--- config.mk ---
export PLATFORM = sky130hd
export DESIGN_NAME = dlrs_ctrl
export DESIGN_NICKNAME = d
export VERILOG_FILES = /design/src/hw/rtl/dlrs_pkg.sv /design/src/hw/rtl/dlrs_ctrl.sv
export SDC_FILE = /design/constraint.sdc
export NUM_CORES = 1
export LEC_CHECK = 0
export ABC_CLOCK_PERIOD_IN_PS = 3000
export BUFFER_PORTS_ARGS = -buffer_cell sky130_fd_sc_hd__buf_2
export CAP_MARGIN = 10
export CORE_AREA = 2 2 39 41
export CTS_CLUSTER_SIZE = 8
export DETAILED_ROUTE_END_ITERATION = 16
export DIE_AREA = 0 0 41 43
export PLACE_DENSITY = 0.48
export RECOVER_POWER = 25
export SYNTH_ARGS = -nofsm -noshare
export SYNTH_HDL_FRONTEND = slang
export SYNTH_SLANG_ARGS = --single-unit
--- constraint.sdc ---
create_clock -name clk -period 3 [get_ports clk]
set_input_delay 0.45 -clock clk [delete_from_list [all_inputs] [get_ports clk]]
set_output_delay 0.45 -clock clk [all_outputs]
set_load 0.01 [all_outputs]
--- src/hw/rtl/dlrs_pkg.sv ---
// Shared types and constants for the decimal radix sorter.
package dlrs_pkg;

	localparam int MAX_ITEMS_DEF  = 16;
	localparam int VALUE_BITS_DEF = 16;
	localparam int RADIX          = 10;
	localparam int DIGIT_W        = 4;

	typedef enum logic [2:0] {
		ST_LOAD,
		ST_COUNT,
		ST_PREFIX,
		ST_PLACE,
		ST_COPY,
		ST_EMIT
	} state_t;

	// Controller to datapath.
	typedef struct packed {
		logic clear_counts;
		logic count_en;
		logic prefix_en;
		logic place_en;
		logic copy_en;
		logic next_place;
		logic emit_en;
		logic restart;
	} cmd_t;

	// Datapath to controller.
	typedef struct packed {
		logic scan_done;
		logic prefix_done;
		logic more_digits;
		logic emit_done;
	} status_t;

endpackage

--- src/hw/rtl/dlrs_ctrl.sv ---
// Controller state machine of the decimal radix sorter.
module dlrs_ctrl (
	input  logic                clk,
	input  logic                arst_n,
	input  logic                load_last,
	input  logic                out_taken,
	input  dlrs_pkg::status_t   sts,
	output dlrs_pkg::cmd_t      cmd,
	output logic                load_ready,
	output dlrs_pkg::state_t    state
);

	dlrs_pkg::state_t state_q, state_d;

	always_ff @(posedge clk or negedge arst_n) begin
		if (!arst_n) begin
			state_q <= dlrs_pkg::ST_LOAD;
		end else begin
			state_q <= state_d;
		end
	end

	assign state = state_q;

	always_comb begin
		state_d = state_q;
		case (state_q)
			dlrs_pkg::ST_LOAD: begin
				if (load_last) begin
					state_d = sts.more_digits ? dlrs_pkg::ST_COUNT : dlrs_pkg::ST_EMIT;
				end
			end
			dlrs_pkg::ST_COUNT: begin
				if (sts.scan_done) state_d = dlrs_pkg::ST_PREFIX;
			end
			dlrs_pkg::ST_PREFIX: begin
				if (sts.prefix_done) state_d = dlrs_pkg::ST_PLACE;
			end
			dlrs_pkg::ST_PLACE: begin
				if (sts.scan_done) state_d = dlrs_pkg::ST_COPY;
			end
			dlrs_pkg::ST_COPY: begin
				if (sts.scan_done) begin
					state_d = sts.more_digits ? dlrs_pkg::ST_COUNT : dlrs_pkg::ST_EMIT;
				end
			end
			dlrs_pkg::ST_EMIT: begin
				if (out_taken && sts.emit_done) state_d = dlrs_pkg::ST_LOAD;
			end
			default: state_d = dlrs_pkg::ST_LOAD;
		endcase
	end

	always_comb begin
		cmd = '0;
		load_ready = 1'b0;
		case (state_q)
			dlrs_pkg::ST_LOAD: begin
				load_ready = 1'b1;
				cmd.clear_counts = 1'b1;
			end
			dlrs_pkg::ST_COUNT:  cmd.count_en = 1'b1;
			dlrs_pkg::ST_PREFIX: cmd.prefix_en = 1'b1;
			dlrs_pkg::ST_PLACE:  cmd.place_en = 1'b1;
			dlrs_pkg::ST_COPY: begin
				cmd.copy_en = 1'b1;
				cmd.clear_counts = sts.scan_done;
				cmd.next_place = sts.scan_done;
			end
			dlrs_pkg::ST_EMIT: begin
				cmd.emit_en = 1'b1;
				cmd.restart = out_taken && sts.emit_done;
			end
			default: cmd = '0;
		endcase
	end

endmodule

[Yosys cells after proc, flatten, opt, wreduce, memory -nomap -nowiden]
Index checks and enable logic that the tools add are counted.
Word-level totals
  register bits: 3
  output and inout port bits: 12
Cells by class
  equal/unequal tests: 11
  multiplexer cells: 15
  reduce and logical (&&, ||, !) cells: 3
Operators by type and width (number)
  3-bit two-way mux: 7
  3-bit one-hot mux with 6 select lines: 1
  2-bit inequality test, second input constant: 6
  3-bit by 2-bit == test with 1-bit output, second input constant: 2
  3-bit == test, second input constant: 2
  6-bit AND reduction: 1
  1-bit two-way mux: 4
  2-bit two-way mux: 2
  3-bit by 1-bit == test with 1-bit output, second input constant: 1
  3-bit logical NOT: 1
  1-bit one-hot mux with 2 select lines: 1
  1-bit logical AND: 1

[Longest topological paths before layout]
  depth in word-level cells: 3
  depth in mapped cells: 4
  mapped depth without buffers: 3

[Least setup slack after synthesis]
OpenSTA, ideal clock, no wires.
  kind: flip-flop to output port
  from: register state_q[0], in the netlist state[0]
  to: output port cmd[7] in the netlist's numbering
  data arrival time: 1.020 ns
  data required time: 2.550 ns
  path slack: 1.530 ns
  stages on the path, launching flop included: 4
  path buffers: 1
  cells stage by stage: dfrtp_1 > buf_2 > nor2_1 > a21boi_0
RTL lines
  start: declaration: RTL line dlrs_ctrl.sv:13  | dlrs_pkg::state_t state_q, state_d;
  start signal: assignment: RTL line dlrs_ctrl.sv:17  | state_q <= dlrs_pkg::ST_LOAD;
  start signal: assignment: RTL line dlrs_ctrl.sv:19  | state_q <= state_d;
  end: declaration: RTL line dlrs_ctrl.sv:8  | output dlrs_pkg::cmd_t cmd,

==> impl_metrics.py <==
metrics = {
    "finish": {
        "multiInputGateArea_um2": 166,
        "layout_commonest_cell": "buf_2",
        "layout-drive-gt1-share_pct": 42.6,
        "mostFrequentLayoutCells": "18 x buf_2, 5 x a21oi_1, 3 x clkbuf_4, 3 x dfrtp_1",
        "fillers": 159,
        "register_area_um2": 75.1,
        "layout.nets": 63,
        "design_area_um2": 395,
        "area_delta_synth_final_pct": 48.4,
        "largest_reg_flops": 3,
        "antenna_cells": 0,
    },
    "clock_tree": {
        "cts_sinks": 3,
        "cts_inserted_buffers": 3,
        "clk_pin_slew_ns": 0.04,
        "clk_latency_ns": 0.23,
        "cts_hold_buf": 0,
        "htree_levels": 1,
        "cts_root_buf": "clkbuf_4",
        "cts_resized": 0,
        "cts_tree": "yes",
        "max-clock-path-buffers": 2,
        "post-cts-setup-buffers": 0,
    },
    "yosys": {
        "synthMuxAreaShare_pct": 7.51,
        "synth_fa_ha_area_share_pct": 0,
        "synth_xor_area_share_pct": 3.29,
        "synth_edf_count": 0,
        "netlist_area_um2": 267,
        "synthCells": 33,
        "ys_seq_area_share_pct": 28.2,
        "synth_warnings": 0,
        "synth-seq-cells": 3,
        "synth_area_per_cell_um2": 8.08,
        "synth_top_family_by_area": "simple AND/OR/NAND/NOR gates",
        "synth-compound-area-share_pct": 18.8,
        "synth_cell_types": 22,
        "synthesis.nets": 41,
        "synthArstFlopShare_pct": 100,
        "synth_flop_cell": "dfrtp_1",
        "yosys.area_share.simple_pct": 32.9,
    },
    "critical_path": {
        "timing.rr.end": "state[2]",
        "cp_cell_sequence": "and2b_4, and2_1, buf_2",
        "worst_ep_arrival_time_ns": 1.32,
        "cp_top_family": "flip-flops",
        "worstRegToRegCells": 3,
        "critPathBufInv": 1,
        "reg2reg_slack_ns": 1.76,
        "rr_startpoint": "state[2]",
        "required_ns": 2.55,
        "slowest_delay_ns": 0.56,
        "crit_end": "cmd[4]",
        "worstSetupPathType": "reg2out",
        "startpoint_type": "flop",
        "cp-startpoint": "state[2]",
        "worstPathMaxFanout": 14,
        "crit_slowest_cell": "dfrtp_1",
        "worst-path-stages": 3,
        "end_kind": "output port",
    },
    "run": {
        "maxCapViolations": 0,
    },
    "power_and_ir_drop": {
        "pwr-share-clk_pct": 18.4,
        "p_int_uw": 213,
        "switching_share_pct": 43.8,
        "power.density_nw_per_um2": 961,
        "combPwrFrac_pct": 52.3,
        "p_leak_uw": 0.000217,
        "p_seq_share_pct": 29.3,
        "switching_power_uw": 167,
        "vdd_drop_max_mv": 0.240,
    },
    "global_route": {
        "overflow": 0,
        "grt_use_total_pct": 7.75,
        "grt_pass1_wl_um": 924,
        "antenna_found_initial": 0,
        "grt_pass1_vias": 217,
        "grt_start_max_net_pins": 15,
    },
    "placement": {
        "dpl_cell_area_um2": 360,
        "io_buffer_count": 19,
        "place.gp.congestion": 0.668,
    },
    "outcome": {
        "status": "finished clean",
    },
    "timing": {
        "finClkSkew_ns": 0.00222,
        "setup_violations": 0,
        "timing.hold.ws_ns": 0.534,
        "finalCritPeriodShare_pct": 59.2,
        "worst_slew_pin_slew_ns": 0.383,
        "relSlewSlack_pct": 74.5,
        "maxSlewViolCount": 0,
        "finalCriticalPeriod_ns": 1.77,
        "rsz0062_at_grt": "false",
        "hold_viol_final": 0,
        "fin_setup_tns_ns": 0,
        "timing.fmax_mhz": 563,
    },
    "floorplan": {
        "fp.dieW_um": 41,
        "design.die.area_um2": 1760,
        "placementRows": 14,
        "core_area_um2": 1380,
        "io_pins": 20,
        "initial_core_util_pct": 19.3,
        "die_y_um": 43,
    },
    "route": {
        "drt_first_pass_iters": 2,
        "finalWirelength_um": 653,
        "drt_iter0_drc": 2,
        "vias": 284,
        "ant_nets": 0,
        "vias_per_cell": 4.06,
        "wire_per_inst_um": 9.33,
        "drc": 0,
    },
    "min_path": {
        "hp-class": "in2reg",
        "holdPathStages": 3,
    },
}
-- worst min path at each step --
stage | slack, ns | startpoint | end
2_1_floorplan | 0.15 | arst_n | state[0]
3_3_place_gp | 0.25 | arst_n | state[1]
3_5_place_dp | 0.25 | arst_n | state[1]
4_1_cts | 0.0003 | arst_n | state[2]
5_1_grt | 0.53 | sts[2] | state[0]
6_report | 0.53 | sts[2] | state[0]
-- per-stage QoR --
| step | cells | setup slack, ns | total power, uW | utilization [%] |
|---|---|---|---|---|
| floorplan | 33 | 1.53 | 251 | - |
| global placement | 65 | 1.50 | 313 | 26.0 |
| detailed placement | 65 | 1.46 | 314 | 26.0 |
| CTS | 69 | 1.21 | 387 | 27.9 |
| global route | 70 | 1.14 | 418 | 28.6 |
| finish | 70 | 1.23 | 380 | 28.6 |
-- worst min-delay path, delay by kind of cell --
kind | cells | cell delay (ns)
AOI/OAI and AO/OA | 2 | 0.19
buffers and inverters | 1 | 0.08
-- Yosys cell counts, types with 2 or more instances --
master	count	area (um^2)
and2_1	2	12.5
nor2_1	2	7.51
dfrtp_1	3	75.1
mux2i_1	2	20.0
nor2b_1	2	12.5
buf_2	2	10.0
a21oi_1	5	25.0
-- layout make-up --
type	instances	share of cell area, %
clock buffer	4	6.65
multi-input combinational	26	42.1
timing repair buffer	20	26.3
sequential	3	19.0
tap	16	5.06
inverter	1	0.949
-- power groups by stage --
stage                     clock network (uW)  registers, uW  logic, uW
after floorplan                            0           80.7        170
after global placement                     0            111        202
after detailed placement                   0            113        201
after CTS                               72.4            112        203
after global routing                    76.4            120        222
final                                   70.1            111        199
-- kinds of logic (layout without fill, tap and decap cells) --
group	Yosys count	after routing
AND/OR/NAND/NOR	14	14
AO/OA/AOI/OAI	9	9
buffers and inverters	4	25
flip-flops	3	3
multiplexers	2	2
XOR/XNOR	1	1
-- routing by layer --
metal	track usage, %	part of all wire [%]	wire length [um]
met1	12.0	48	316
met2	8.75	42	272
met3	3.14	9.8	64
met4	4.00	0	0
met5	0	0	0
(Power assumes the default switching activity.)
